`src/rtl/lsra_pkg.sv`:
```
package lsra_pkg;

    // Configuration port geometry.
    localparam int CFG_IDX_W  = 2;
    localparam int CFG_DATA_W = 5;

    // Register indexes on the configuration port.
    localparam logic [CFG_IDX_W-1:0] CFG_REGISTER_COUNT = 2'd0;
    localparam logic [CFG_IDX_W-1:0] CFG_FIRST_REGISTER = 2'd1;
    localparam logic [CFG_IDX_W-1:0] CFG_SLOT_BYTES     = 2'd2;

    // Fixed field widths.
    localparam int RCNT_W  = 3;
    localparam int FIRST_W = 4;
    localparam int SLOT_W  = 5;
    localparam int PHYS_W  = 5;
    localparam int OFFS_W  = 14;

    // Reset values of the configuration registers.
    localparam logic [RCNT_W-1:0]  RESET_REGISTER_COUNT = 3'd6;
    localparam logic [FIRST_W-1:0] RESET_FIRST_REGISTER = 4'd2;
    localparam logic [SLOT_W-1:0]  RESET_SLOT_BYTES     = 5'd4;

    // Spill offsets saturate at the largest value the offset field holds.
    localparam logic [OFFS_W-1:0] OFFSET_MAX = '1;

    // Classification of one interval, passed from the front to the back.
    typedef struct packed {
        logic new_func;
        logic alloc;
    } t_cls;

    // Placement engine states.
    typedef enum logic [1:0] {
        ST_IDLE,
        ST_PLACE,
        ST_EMIT
    } t_state;

endpackage

```
`src/rtl/linear_scan_register_allocator.sv`:
```
// Linear-scan register allocator for one register class. Each pushed word is
// one live interval, expected in order of start and then end; each interval
// in the class with a defined start yields one result word (its register or
// its spill slot), or two when it takes the register of an active interval
// that ends later, in which case the displaced temporary follows as spilled.
// Words with new_function set restart the active set, free registers and
// spill count before they are handled; out-of-class or undefined intervals
// yield no result. The front side takes a word in any cycle while its
// two-word queue has room. The single placement engine retires ended
// intervals, places the new one and, after a displacement, emits the second
// result; it waits while the output queue is full, takes skipped words
// straight from the queue, and finishes an interval before the next, since
// it works on the active set left by the previous interval. Results wait in
// a four-word output queue. Configuration writes are taken at once (ready is
// always high) and must be made only while the block holds no work.
module linear_scan_register_allocator #(
    parameter int MAX_REGS  = 6,
    parameter int MAX_TEMPS = 1024,
    parameter int POS_BITS  = 16
) (
    input  logic                                i_clk,
    input  logic                                i_rst_n,
    // Input queue side.
    input  logic                                push,
    output logic                                full,
    input  logic                                i_new_function,
    input  logic                                i_in_class,
    input  logic [$clog2(MAX_TEMPS)-1:0]        i_temp_index,
    input  logic signed [POS_BITS:0]            i_def_position,
    input  logic signed [POS_BITS:0]            i_use_position,
    // Result queue side.
    output logic                                empty,
    input  logic                                pop,
    output logic [$clog2(MAX_TEMPS)-1:0]        o_out_temp,
    output logic                                o_spilled,
    output logic [lsra_pkg::PHYS_W-1:0]         o_phys_register,
    output logic [lsra_pkg::OFFS_W-1:0]         o_slot_offset,
    output logic [$clog2(MAX_TEMPS+1)-1:0]      o_spill_total,
    output logic                                o_last_of_run,
    // Configuration write channel.
    input  logic                                valid,
    output logic                                ready,
    input  logic [lsra_pkg::CFG_IDX_W-1:0]      i_cfg_index,
    input  logic [lsra_pkg::CFG_DATA_W-1:0]     i_cfg_data
);

    localparam int TEMP_W  = $clog2(MAX_TEMPS);
    localparam int SPILL_W = $clog2(MAX_TEMPS + 1);
    localparam int POS_W   = POS_BITS + 1;
    localparam int CLS_W   = $bits(lsra_pkg::t_cls);
    localparam int MID_W   = CLS_W + TEMP_W + 2 * POS_W;
    localparam int OUT_W   = TEMP_W + 1 + lsra_pkg::PHYS_W + lsra_pkg::OFFS_W + SPILL_W + 1;

    // Configuration registers.
    logic [lsra_pkg::RCNT_W-1:0]  r_register_count;
    logic [lsra_pkg::FIRST_W-1:0] r_first_register;
    logic [lsra_pkg::SLOT_W-1:0]  r_slot_bytes;

    // Front to queue.
    logic                    f_wr;
    lsra_pkg::t_cls          f_cls;
    logic [TEMP_W-1:0]       f_temp;
    logic signed [POS_W-1:0] f_def;
    logic signed [POS_W-1:0] f_end;
    logic [MID_W-1:0]        mid_wr_data;
    logic [MID_W-1:0]        mid_rd_data;
    logic                    mid_full;
    logic                    mid_empty;

    // Queue to back.
    logic                    b_pop;
    lsra_pkg::t_cls          b_cls;
    logic [TEMP_W-1:0]       b_temp;
    logic signed [POS_W-1:0] b_def;
    logic signed [POS_W-1:0] b_end;

    // Back to result queue.
    logic                          res_wr;
    logic [TEMP_W-1:0]             res_temp;
    logic                          res_spilled;
    logic [lsra_pkg::PHYS_W-1:0]   res_phys;
    logic [lsra_pkg::OFFS_W-1:0]   res_offs;
    logic [SPILL_W-1:0]            res_total;
    logic                          res_last;
    logic [OUT_W-1:0]              out_wr_data;
    logic [OUT_W-1:0]              out_rd_data;
    logic                          out_full;

    // Configuration writes are always taken.
    assign ready = 1'b1;

    always_ff @(posedge i_clk) begin
        if (!i_rst_n) begin
            r_register_count <= lsra_pkg::RESET_REGISTER_COUNT;
            r_first_register <= lsra_pkg::RESET_FIRST_REGISTER;
            r_slot_bytes     <= lsra_pkg::RESET_SLOT_BYTES;
        end else if (valid && ready) begin
            case (i_cfg_index)
                lsra_pkg::CFG_REGISTER_COUNT: begin
                    r_register_count <= i_cfg_data[lsra_pkg::RCNT_W-1:0];
                end
                lsra_pkg::CFG_FIRST_REGISTER: begin
                    r_first_register <= i_cfg_data[lsra_pkg::FIRST_W-1:0];
                end
                lsra_pkg::CFG_SLOT_BYTES: begin
                    r_slot_bytes <= i_cfg_data[lsra_pkg::SLOT_W-1:0];
                end
                default: begin
                    r_slot_bytes <= r_slot_bytes;
                end
            endcase
        end
    end

    // Front: accept and classify intervals.
    lsra_front #(
        .TEMP_W (TEMP_W),
        .POS_W  (POS_W)
    ) u_front (
        .i_push         (push),
        .i_q_full       (mid_full),
        .i_new_function (i_new_function),
        .i_in_class     (i_in_class),
        .i_temp_index   (i_temp_index),
        .i_def_position (i_def_position),
        .i_use_position (i_use_position),
        .o_full         (full),
        .o_q_wr         (f_wr),
        .o_cls          (f_cls),
        .o_temp         (f_temp),
        .o_def          (f_def),
        .o_end          (f_end)
    );

    assign mid_wr_data = {f_cls, f_temp, f_def, f_end};

    // Short queue between classification and placement.
    lsra_fifo #(
        .WIDTH (MID_W),
        .DEPTH (2)
    ) u_mid_q (
        .i_clk     (i_clk),
        .i_rst_n   (i_rst_n),
        .i_wr      (f_wr),
        .i_wr_data (mid_wr_data),
        .i_rd      (b_pop),
        .o_rd_data (mid_rd_data),
        .o_full    (mid_full),
        .o_empty   (mid_empty)
    );

    assign {b_cls, b_temp, b_def, b_end} = mid_rd_data;

    // Back: retire, place and report.
    lsra_back #(
        .MAX_REGS  (MAX_REGS),
        .MAX_TEMPS (MAX_TEMPS),
        .POS_BITS  (POS_BITS)
    ) u_back (
        .i_clk            (i_clk),
        .i_rst_n          (i_rst_n),
        .i_register_count (r_register_count),
        .i_first_register (r_first_register),
        .i_slot_bytes     (r_slot_bytes),
        .i_q_empty        (mid_empty),
        .o_q_pop          (b_pop),
        .i_q_cls          (b_cls),
        .i_q_temp         (b_temp),
        .i_q_def          (b_def),
        .i_q_end          (b_end),
        .i_out_full       (out_full),
        .o_out_wr         (res_wr),
        .o_res_temp       (res_temp),
        .o_res_spilled    (res_spilled),
        .o_res_phys       (res_phys),
        .o_res_offs       (res_offs),
        .o_res_total      (res_total),
        .o_res_last       (res_last)
    );

    assign out_wr_data = {res_temp, res_spilled, res_phys, res_offs, res_total, res_last};

    // Result queue toward the consumer.
    lsra_fifo #(
        .WIDTH (OUT_W),
        .DEPTH (4)
    ) u_out_q (
        .i_clk     (i_clk),
        .i_rst_n   (i_rst_n),
        .i_wr      (res_wr),
        .i_wr_data (out_wr_data),
        .i_rd      (pop),
        .o_rd_data (out_rd_data),
        .o_full    (out_full),
        .o_empty   (empty)
    );

    assign {o_out_temp, o_spilled, o_phys_register, o_slot_offset,
            o_spill_total, o_last_of_run} = out_rd_data;

endmodule

```
`src/rtl/lsra_fifo.sv`:
```
module lsra_fifo #(
    parameter int WIDTH = 8,
    parameter int DEPTH = 2
) (
    input  logic             i_clk,
    input  logic             i_rst_n,
    input  logic             i_wr,
    input  logic [WIDTH-1:0] i_wr_data,
    input  logic             i_rd,
    output logic [WIDTH-1:0] o_rd_data,
    output logic             o_full,
    output logic             o_empty
);

    localparam int PTR_W = (DEPTH > 1) ? $clog2(DEPTH) : 1;
    localparam int CNT_W = $clog2(DEPTH + 1);
    localparam logic [PTR_W-1:0] LAST_PTR = PTR_W'(DEPTH - 1);
    localparam logic [CNT_W-1:0] FULL_CNT = CNT_W'(DEPTH);

    logic [WIDTH-1:0] r_mem [DEPTH];
    logic [PTR_W-1:0] r_wr_ptr, n_wr_ptr;
    logic [PTR_W-1:0] r_rd_ptr, n_rd_ptr;
    logic [CNT_W-1:0] r_count, n_count;
    logic             wr_fire;
    logic             rd_fire;

    // Handshake status.
    assign o_full    = (r_count == FULL_CNT);
    assign o_empty   = (r_count == '0);
    assign wr_fire   = i_wr && !o_full;
    assign rd_fire   = i_rd && !o_empty;
    assign o_rd_data = r_mem[r_rd_ptr];

    // Pointer and fill count updates.
    always_comb begin
        n_wr_ptr = r_wr_ptr;
        n_rd_ptr = r_rd_ptr;
        n_count  = r_count;
        if (wr_fire) begin
            n_wr_ptr = (r_wr_ptr == LAST_PTR) ? '0 : r_wr_ptr + PTR_W'(1);
        end
        if (rd_fire) begin
            n_rd_ptr = (r_rd_ptr == LAST_PTR) ? '0 : r_rd_ptr + PTR_W'(1);
        end
        if (wr_fire && !rd_fire) begin
            n_count = r_count + CNT_W'(1);
        end else if (rd_fire && !wr_fire) begin
            n_count = r_count - CNT_W'(1);
        end
    end

    always_ff @(posedge i_clk) begin
        if (!i_rst_n) begin
            r_wr_ptr <= '0;
            r_rd_ptr <= '0;
            r_count  <= '0;
        end else begin
            r_wr_ptr <= n_wr_ptr;
            r_rd_ptr <= n_rd_ptr;
            r_count  <= n_count;
        end
    end

    // Storage needs no reset; the fill count guards every read.
    always_ff @(posedge i_clk) begin
        if (wr_fire) begin
            r_mem[r_wr_ptr] <= i_wr_data;
        end
    end

endmodule

```
`src/rtl/lsra_front.sv`:
```
module lsra_front #(
    parameter int TEMP_W = 10,
    parameter int POS_W  = 17
) (
    input  logic                     i_push,
    input  logic                     i_q_full,
    input  logic                     i_new_function,
    input  logic                     i_in_class,
    input  logic [TEMP_W-1:0]        i_temp_index,
    input  logic signed [POS_W-1:0]  i_def_position,
    input  logic signed [POS_W-1:0]  i_use_position,
    output logic                     o_full,
    output logic                     o_q_wr,
    output lsra_pkg::t_cls           o_cls,
    output logic [TEMP_W-1:0]        o_temp,
    output logic signed [POS_W-1:0]  o_def,
    output logic signed [POS_W-1:0]  o_end
);

    // The input side is full exactly when the queue to the back is full.
    assign o_full = i_q_full;
    assign o_q_wr = i_push && !i_q_full;

    // Classify the interval: only defined temporaries of this class get a
    // placement; everything else only carries a possible function restart.
    always_comb begin
        o_cls.new_func = i_new_function;
        o_cls.alloc    = i_in_class && (i_def_position >= 0);
    end

    // The interval ends at its last use, or at its definition if that is later.
    assign o_end  = (i_use_position >= i_def_position) ? i_use_position : i_def_position;
    assign o_temp = i_temp_index;
    assign o_def  = i_def_position;

endmodule

```
`src/rtl/lsra_back.sv`:
```
module lsra_back #(
    parameter int MAX_REGS  = 6,
    parameter int MAX_TEMPS = 1024,
    parameter int POS_BITS  = 16
) (
    input  logic                                i_clk,
    input  logic                                i_rst_n,
    input  logic [lsra_pkg::RCNT_W-1:0]         i_register_count,
    input  logic [lsra_pkg::FIRST_W-1:0]        i_first_register,
    input  logic [lsra_pkg::SLOT_W-1:0]         i_slot_bytes,
    input  logic                                i_q_empty,
    output logic                                o_q_pop,
    input  lsra_pkg::t_cls                      i_q_cls,
    input  logic [$clog2(MAX_TEMPS)-1:0]        i_q_temp,
    input  logic signed [POS_BITS:0]            i_q_def,
    input  logic signed [POS_BITS:0]            i_q_end,
    input  logic                                i_out_full,
    output logic                                o_out_wr,
    output logic [$clog2(MAX_TEMPS)-1:0]        o_res_temp,
    output logic                                o_res_spilled,
    output logic [lsra_pkg::PHYS_W-1:0]         o_res_phys,
    output logic [lsra_pkg::OFFS_W-1:0]         o_res_offs,
    output logic [$clog2(MAX_TEMPS+1)-1:0]      o_res_total,
    output logic                                o_res_last
);

    localparam int TEMP_W  = $clog2(MAX_TEMPS);
    localparam int SPILL_W = $clog2(MAX_TEMPS + 1);
    localparam int POS_W   = POS_BITS + 1;
    localparam int RW      = (MAX_REGS > 1) ? $clog2(MAX_REGS) : 1;
    localparam int CW      = $clog2(MAX_REGS + 1);
    localparam int PROD_W  = SPILL_W + lsra_pkg::SLOT_W;
    localparam logic [SPILL_W-1:0]  SPILL_MAX = SPILL_W'(MAX_TEMPS);
    localparam logic [MAX_REGS-1:0] ALL_FREE  = '1;

    // Control state.
    lsra_pkg::t_state r_state, n_state;
    logic [CW-1:0]       r_count, n_count;
    logic [MAX_REGS-1:0] r_mask, n_mask;
    logic [SPILL_W-1:0]  r_spill, n_spill;

    // Active set, kept sorted by ascending end; equal ends in arrival order.
    logic [TEMP_W-1:0]       r_ent_temp [MAX_REGS];
    logic [TEMP_W-1:0]       n_ent_temp [MAX_REGS];
    logic signed [POS_W-1:0] r_ent_end  [MAX_REGS];
    logic signed [POS_W-1:0] n_ent_end  [MAX_REGS];
    logic [RW-1:0]           r_ent_reg  [MAX_REGS];
    logic [RW-1:0]           n_ent_reg  [MAX_REGS];

    // Interval in flight and the pending spill word of a displaced interval.
    logic [TEMP_W-1:0]          r_cur_temp, n_cur_temp;
    logic signed [POS_W-1:0]    r_cur_end, n_cur_end;
    logic [TEMP_W-1:0]          r_vic_temp, n_vic_temp;
    logic [lsra_pkg::OFFS_W-1:0] r_vic_offs, n_vic_offs;
    logic [SPILL_W-1:0]         r_vic_total, n_vic_total;

    // Retire step signals.
    logic [CW-1:0]       cnt;
    logic                cnt_zero;
    logic [CW-1:0]       base_count;
    logic [MAX_REGS-1:0] base_mask;
    logic [SPILL_W-1:0]  base_spill;
    logic                do_retire;
    logic [MAX_REGS-1:0] ret;
    logic [MAX_REGS-1:0] freed;
    logic [CW-1:0]       ret_n;
    logic [TEMP_W-1:0]       sh_temp [MAX_REGS];
    logic signed [POS_W-1:0] sh_end  [MAX_REGS];
    logic [RW-1:0]           sh_reg  [MAX_REGS];

    // Placement step signals.
    logic                found;
    logic [RW-1:0]       free_k;
    logic [CW-1:0]       vi_full;
    logic [RW-1:0]       vi;
    logic                steal;
    logic                to_reg;
    logic [RW-1:0]       place_reg;
    logic [CW-1:0]       lc;
    logic [MAX_REGS-1:0] gt;
    logic [CW-1:0]       at;
    logic [PROD_W-1:0]   prod;
    logic [lsra_pkg::OFFS_W-1:0] offs;
    logic [SPILL_W-1:0]  spill_inc;
    logic [SPILL_W-1:0]  place_spill;
    logic                idle_go;
    logic                out_go;

    // Registers at or above the configured count are never handed out.
    assign cnt = (int'(i_register_count) > MAX_REGS) ? CW'(MAX_REGS)
                                                      : CW'(i_register_count);
    assign cnt_zero = (cnt == '0);

    assign idle_go = (r_state == lsra_pkg::ST_IDLE) && !i_q_empty;
    assign out_go  = !i_out_full;

    // Retire step: a new function starts from an empty set, then for a placed
    // interval every active interval that ended before its start gives its
    // register back. The set is sorted by end, so these entries form its front.
    always_comb begin
        int src;
        base_count = i_q_cls.new_func ? '0 : r_count;
        base_mask  = i_q_cls.new_func ? ALL_FREE : r_mask;
        base_spill = i_q_cls.new_func ? '0 : r_spill;
        do_retire  = i_q_cls.alloc && !cnt_zero;
        freed      = '0;
        for (int i = 0; i < MAX_REGS; i++) begin
            ret[i] = do_retire && (CW'(i) < base_count) && (r_ent_end[i] < i_q_def);
            if (ret[i]) begin
                freed[r_ent_reg[i]] = 1'b1;
            end
        end
        ret_n = CW'($countones(ret));
        for (int i = 0; i < MAX_REGS; i++) begin
            src = i + int'(ret_n);
            if (src < MAX_REGS) begin
                sh_temp[i] = r_ent_temp[RW'(src)];
                sh_end[i]  = r_ent_end[RW'(src)];
                sh_reg[i]  = r_ent_reg[RW'(src)];
            end else begin
                sh_temp[i] = r_ent_temp[i];
                sh_end[i]  = r_ent_end[i];
                sh_reg[i]  = r_ent_reg[i];
            end
        end
    end

    // Placement step: lowest free register, else steal from the interval that
    // ends last when it outlives the new one, else spill the new interval.
    always_comb begin
        found  = 1'b0;
        free_k = '0;
        for (int i = MAX_REGS - 1; i >= 0; i--) begin
            if (r_mask[i] && (CW'(i) < cnt)) begin
                found  = 1'b1;
                free_k = RW'(i);
            end
        end
        vi_full   = r_count - CW'(1);
        vi        = vi_full[RW-1:0];
        steal     = !cnt_zero && !found && (r_count != '0) && (r_ent_end[vi] > r_cur_end);
        to_reg    = !cnt_zero && (found || steal);
        place_reg = found ? free_k : r_ent_reg[vi];
        // A stolen entry leaves the set before the new one goes in.
        lc = found ? r_count : vi_full;
        for (int i = 0; i < MAX_REGS; i++) begin
            gt[i] = (CW'(i) < lc) && (r_ent_end[i] > r_cur_end);
        end
        at = lc - CW'($countones(gt));
        // Slot offset from the spill count before the increment.
        prod      = PROD_W'(r_spill) * PROD_W'(i_slot_bytes);
        offs      = (prod > PROD_W'(lsra_pkg::OFFSET_MAX)) ? lsra_pkg::OFFSET_MAX
                                                            : lsra_pkg::OFFS_W'(prod);
        spill_inc = (r_spill < SPILL_MAX) ? r_spill + SPILL_W'(1) : r_spill;
        place_spill = (to_reg && !steal) ? r_spill : spill_inc;
    end

    // Next state.
    always_comb begin
        n_state = r_state;
        case (r_state)
            lsra_pkg::ST_IDLE: begin
                if (idle_go && i_q_cls.alloc) begin
                    n_state = lsra_pkg::ST_PLACE;
                end
            end
            lsra_pkg::ST_PLACE: begin
                if (out_go) begin
                    n_state = steal ? lsra_pkg::ST_EMIT : lsra_pkg::ST_IDLE;
                end
            end
            lsra_pkg::ST_EMIT: begin
                if (out_go) begin
                    n_state = lsra_pkg::ST_IDLE;
                end
            end
            default: n_state = lsra_pkg::ST_IDLE;
        endcase
    end

    // Handshakes and the result word.
    always_comb begin
        o_q_pop       = 1'b0;
        o_out_wr      = 1'b0;
        o_res_temp    = r_cur_temp;
        o_res_spilled = !to_reg;
        o_res_phys    = '0;
        o_res_offs    = '0;
        o_res_total   = place_spill;
        o_res_last    = !steal;
        case (r_state)
            lsra_pkg::ST_IDLE: begin
                o_q_pop = !i_q_empty;
            end
            lsra_pkg::ST_PLACE: begin
                o_out_wr = out_go;
                if (to_reg) begin
                    o_res_phys = lsra_pkg::PHYS_W'(place_reg)
                               + lsra_pkg::PHYS_W'(i_first_register);
                end else begin
                    o_res_offs = offs;
                end
            end
            lsra_pkg::ST_EMIT: begin
                o_out_wr      = out_go;
                o_res_temp    = r_vic_temp;
                o_res_spilled = 1'b1;
                o_res_offs    = r_vic_offs;
                o_res_total   = r_vic_total;
                o_res_last    = 1'b1;
            end
            default: begin
                o_q_pop = 1'b0;
            end
        endcase
    end

    // Next values of the active set and counters.
    always_comb begin
        n_count     = r_count;
        n_mask      = r_mask;
        n_spill     = r_spill;
        n_ent_temp  = r_ent_temp;
        n_ent_end   = r_ent_end;
        n_ent_reg   = r_ent_reg;
        n_cur_temp  = r_cur_temp;
        n_cur_end   = r_cur_end;
        n_vic_temp  = r_vic_temp;
        n_vic_offs  = r_vic_offs;
        n_vic_total = r_vic_total;
        if (idle_go) begin
            n_count    = base_count - ret_n;
            n_mask     = base_mask | freed;
            n_spill    = base_spill;
            n_ent_temp = sh_temp;
            n_ent_end  = sh_end;
            n_ent_reg  = sh_reg;
            n_cur_temp = i_q_temp;
            n_cur_end  = i_q_end;
        end else if ((r_state == lsra_pkg::ST_PLACE) && out_go) begin
            n_spill = place_spill;
            if (to_reg) begin
                n_count = lc + CW'(1);
                if (found) begin
                    n_mask[free_k] = 1'b0;
                end
                // Insert after every entry that does not end later.
                for (int i = 0; i < MAX_REGS; i++) begin
                    if (CW'(i) == at) begin
                        n_ent_temp[i] = r_cur_temp;
                        n_ent_end[i]  = r_cur_end;
                        n_ent_reg[i]  = place_reg;
                    end else if ((CW'(i) > at) && (i > 0)) begin
                        n_ent_temp[i] = r_ent_temp[RW'(i - 1)];
                        n_ent_end[i]  = r_ent_end[RW'(i - 1)];
                        n_ent_reg[i]  = r_ent_reg[RW'(i - 1)];
                    end
                end
            end
            n_vic_temp  = r_ent_temp[vi];
            n_vic_offs  = offs;
            n_vic_total = place_spill;
        end
    end

    always_ff @(posedge i_clk) begin
        if (!i_rst_n) begin
            r_state <= lsra_pkg::ST_IDLE;
            r_count <= '0;
            r_mask  <= ALL_FREE;
            r_spill <= '0;
        end else begin
            r_state <= n_state;
            r_count <= n_count;
            r_mask  <= n_mask;
            r_spill <= n_spill;
        end
    end

    // Payload registers; entries beyond the count are never read.
    always_ff @(posedge i_clk) begin
        r_ent_temp  <= n_ent_temp;
        r_ent_end   <= n_ent_end;
        r_ent_reg   <= n_ent_reg;
        r_cur_temp  <= n_cur_temp;
        r_cur_end   <= n_cur_end;
        r_vic_temp  <= n_vic_temp;
        r_vic_offs  <= n_vic_offs;
        r_vic_total <= n_vic_total;
    end

endmodule
```
`config.mk`:
```
export PLATFORM = sky130hd
export DESIGN_NAME = linear_scan_register_allocator
export DESIGN_NICKNAME = d
export VERILOG_FILES = /design/src/rtl/lsra_pkg.sv /design/src/rtl/linear_scan_register_allocator.sv /design/src/rtl/lsra_fifo.sv /design/src/rtl/lsra_front.sv /design/src/rtl/lsra_back.sv
export SDC_FILE = /design/constraint.sdc
export NUM_CORES = 2
export LEC_CHECK = 0
export ABC_CLOCK_PERIOD_IN_PS = 8700
export BUFFER_PORTS_ARGS = -buffer_cell sky130_fd_sc_hd__buf_2
export CELL_PAD_IN_SITES_DETAIL_PLACEMENT = 1
export CELL_PAD_IN_SITES_GLOBAL_PLACEMENT = 1
export CORE_MARGIN = 3
export CORE_UTILIZATION = 47
export CTS_CLUSTER_SIZE = 20
export DETAILED_ROUTE_END_ITERATION = 16
export HOLD_SLACK_MARGIN = 0.1
export PLACE_DENSITY_LB_ADDON = 0.1
export SLEW_MARGIN = 5
export SYNTH_ARGS = -nofsm -noshare
export SYNTH_HDL_FRONTEND = slang
export SYNTH_SLANG_ARGS = --single-unit
```
`constraint.sdc`:
```
create_clock -name i_clk -period 8.7 [get_ports i_clk]
set_input_delay 1.74 -clock i_clk [delete_from_list [all_inputs] [get_ports i_clk]]
set_output_delay 1.74 -clock i_clk [all_outputs]
set_load 0.05 [all_outputs]
```
==> impl_metrics.tcl <==
set metrics [dict create \
    largest_registers "u_out_q.r_mem: 168 flops, u_back.r_ent_end: 102 flops, u_mid_q.r_mem: 92 flops" \
    synth_compound_area_share_pct 14.1 \
    critPathArrivalTime_ps 7940 \
    cp.buffers_inverters 4 \
    grt_pass1_vias 31600 \
    synth-simple-area-share_pct 11.9 \
    relSlewSlack_pct 22.4 \
    syn_to_final_growth_pct 9.60 \
    cts_inserted_buffers 61 \
    synth-seq-cells 550 \
    row_count 103 \
    fin_skew_ps 33.7 \
    drt-pass1-iter-count 5 \
    fmax_ghz 0.132 \
    core_area_um2 79800 \
    synth.distinct_cells 87 \
    synth_edf_count 502 \
    syn_inst 3415 \
    rsz0062_at_grt "no" \
    critPathTopFamily "buffers and inverters" \
    setup-tns-final_ps 0 \
    die_w_um 291 \
    place_congestion 0.929 \
    setup_viol_count_final 0 \
    cts_hold_buf 0 \
    ant_nets 0 \
    crit_type "reg2reg" \
    cts_setup_buffers 0 \
    cp_cell_sequence "buf_4 > mux2i_1 > ha_1 > nand4_1 > or4_1 > o22ai_1 > nor2_1 > ha_1 > inv_1 > fa_4 > buf_4 > buf_4 > mux4_2 > a21oi_1 > nor2_1 > a311o_1" \
    top_register "u_out_q.r_mem" \
    dpl_cell_area_um2 39800 \
    clk_pin_slew_ps 60 \
    cts-root-buf "clkbuf_16" \
    portBuffers 101 \
    synth_area_um2 38200 \
    grt_max_degree 175 \
    ys_seq_area_share_pct 41.9 \
    drc 0 \
    synthMuxAreaShare_pct 15.8 \
    clockBufferDepth 3 \
    grt_antenna_before_repair 1 \
    endpoint_kind "flip-flop" \
    cpMaxStageDelayCell "fa_4" \
    hpwl_um 92000 \
    via_count 30000 \
    synth_xor_xnor_area_share_pct 1.08 \
    synth_top_family_by_area "multiplexers" \
    drv_cap 0 \
    synth_warnings 0 \
    start_kind "flip-flop" \
    drv_slew 0 \
    syn_nets 3800 \
    yosysMostFrequentCell "edfxtp_1" \
    slowest_delay_ps 1000 \
    grt_overflow 0 \
    status "complete, no violations" \
    synthAdderAreaFrac_pct 11.4 \
    path_common_cell "buf_4" \
    hold_violations 0 \
    cts_tree "built" \
    fin_crit_ps 7570 \
    synth-main-ff-cell "edfxtp_1" \
    die_height_um 291 \
    synth_top_area_share_pct 39.4 \
    start_util_pct 47.9 \
    async_reset_ff_share_pct 0 \
    grt_pass1_wl_um 201000 \
    drt_iter0_markers 2394 \
    critical_path.max_fanout 43 \
    vias_per_cell 6.66 \
    final_cell_area_um2 41900 \
    synth.top_cells.by_area "edfxtp_1 (39%), mux4_2 (9.8%), ha_1 (9.6%)" \
    avgRoutedWirePerCell_um 29.4 \
    largest_reg_flops 168 \
    synth_top_area_cell "edfxtp_1" \
    grt_use_total_pct 30.7 \
    totalWireLength_um 132000 \
    tightest_slew_ps 1160 \
    layout.nets 3780 \
    clk_latency_ps 650 \
    synth_common_cells "edfxtp_1 (502), nand2_1 (313), ha_1 (293), nor2_1 (212), clkbuf_1 (182)" \
    cts_resized 0 \
    io_pins 103 \
    synth.avg_cell_area_um2 11.2 \
    dieArea_um2 84800 \
    numClockSinks 550 \
    fin_crit_sh_pct 87.0 \
    hold_path.class "reg2reg" \
    worstPathRequired_ps 9070 \
    htreeDepth 2 \
    drive_gt1_share_pct 16.5 \
]
-- final timing paths --
path / from / to / slack, ps / cells after the start
setup / recovery: flip-flop / u_back.r_ent_end[63] / 1130 / 16
hold / removal: u_back.r_state[0] / u_back.r_state[0] / 530 / 2
setup reg to reg: flip-flop / u_back.r_ent_end[63] / 1130 / 16
hold reg to reg: u_back.r_state[0] / u_back.r_state[0] / 530 / 2
-- logic make-up (layout without fill, tap and decap cells) --
family / after synthesis / after routing
AND/OR/NAND/NOR: 931 / 931
other: 1 / 2
buffers and inverters: 372 / 403
AO/OA/AOI/OAI: 803 / 803
flip-flops: 550 / 550
XOR/XNOR: 44 / 44
multiplexers: 387 / 387
adder cells (fa/ha/maj): 327 / 327
-- worst min-delay path: cells and delay by family, from the launching register on --
family	cells	cell delay [ps]
AO/OA/AOI/OAI	1	70
flip-flops	1	320
buffers and inverters	1	100
-- layout by cell type, fill, tap and decap left out, types with 14 or more instances in the layout --
| master | netlist | routed |
|---|---|---|
| xor2_1 | 14 | 14 |
| nand3_1 | 50 | 50 |
| a22o_1 | 27 | 27 |
| buf_2 | 28 | 101 |
| o21a_1 | 20 | 20 |
| nor2b_1 | 65 | 65 |
| inv_1 | 122 | 119 |
| a31oi_1 | 92 | 92 |
| a311o_1 | 26 | 26 |
| fa_1 | 34 | 33 |
| buf_4 | 2 | 60 |
| ha_1 | 293 | 289 |
| a21o_1 | 44 | 44 |
| xnor2_1 | 28 | 25 |
| nor2_1 | 212 | 211 |
| a22oi_1 | 14 | 14 |
| mux2i_1 | 153 | 153 |
| o221ai_1 | 17 | 17 |
| or3_1 | 35 | 34 |
| mux2_2 | 68 | 68 |
| nand4_1 | 39 | 39 |
| dfxtp_1 | 48 | 44 |
| a211oi_1 | 101 | 101 |
| nand2_1 | 313 | 313 |
| nor3_1 | 57 | 57 |
| a21oi_1 | 167 | 166 |
| nor3b_1 | 37 | 36 |
| and2_1 | 37 | 37 |
| clkbuf_16 | 0 | 61 |
| nand2b_1 | 15 | 15 |
| mux4_2 | 166 | 166 |
| o21ai_0 | 173 | 170 |
| edfxtp_1 | 502 | 502 |
-- per-layer routing --
layer	global-route usage (%)	up-vias	routed length [µm]
met1	37.9	15400	52200
met3	3.30	323	6760
met4	13.0	2	6090
met5	0	-	13
met2	54.6	1099	67400
li1	-	13100	-
-- through the flow --
step           setup slack (ps)  hold WS [ps]  util [%]  cells
5_1_grt                     715           560      52.5   4496
6_report                   1130           533      52.5   4497
2_1_floorplan               301           457         -   3415
3_5_place_dp               1060           530      49.9   4382
3_3_place_gp               1360           484      49.9   4382
4_1_cts                    1080           539      52.5   4496
-- cell type report --
cell class	count	area, µm²
clock buffers	70	1560
multi-input cells	2493	20900
flip-flops and latches	550	16000
diodes	1	2.50
repair buffers	167	1080
well taps	1050	1310
fillers	8338	37900
inverters	122	460
clock inverters	44	538
Power is not shown: default switching activity piles up to over one toggle a cycle in this logic, so the estimate is an artifact.
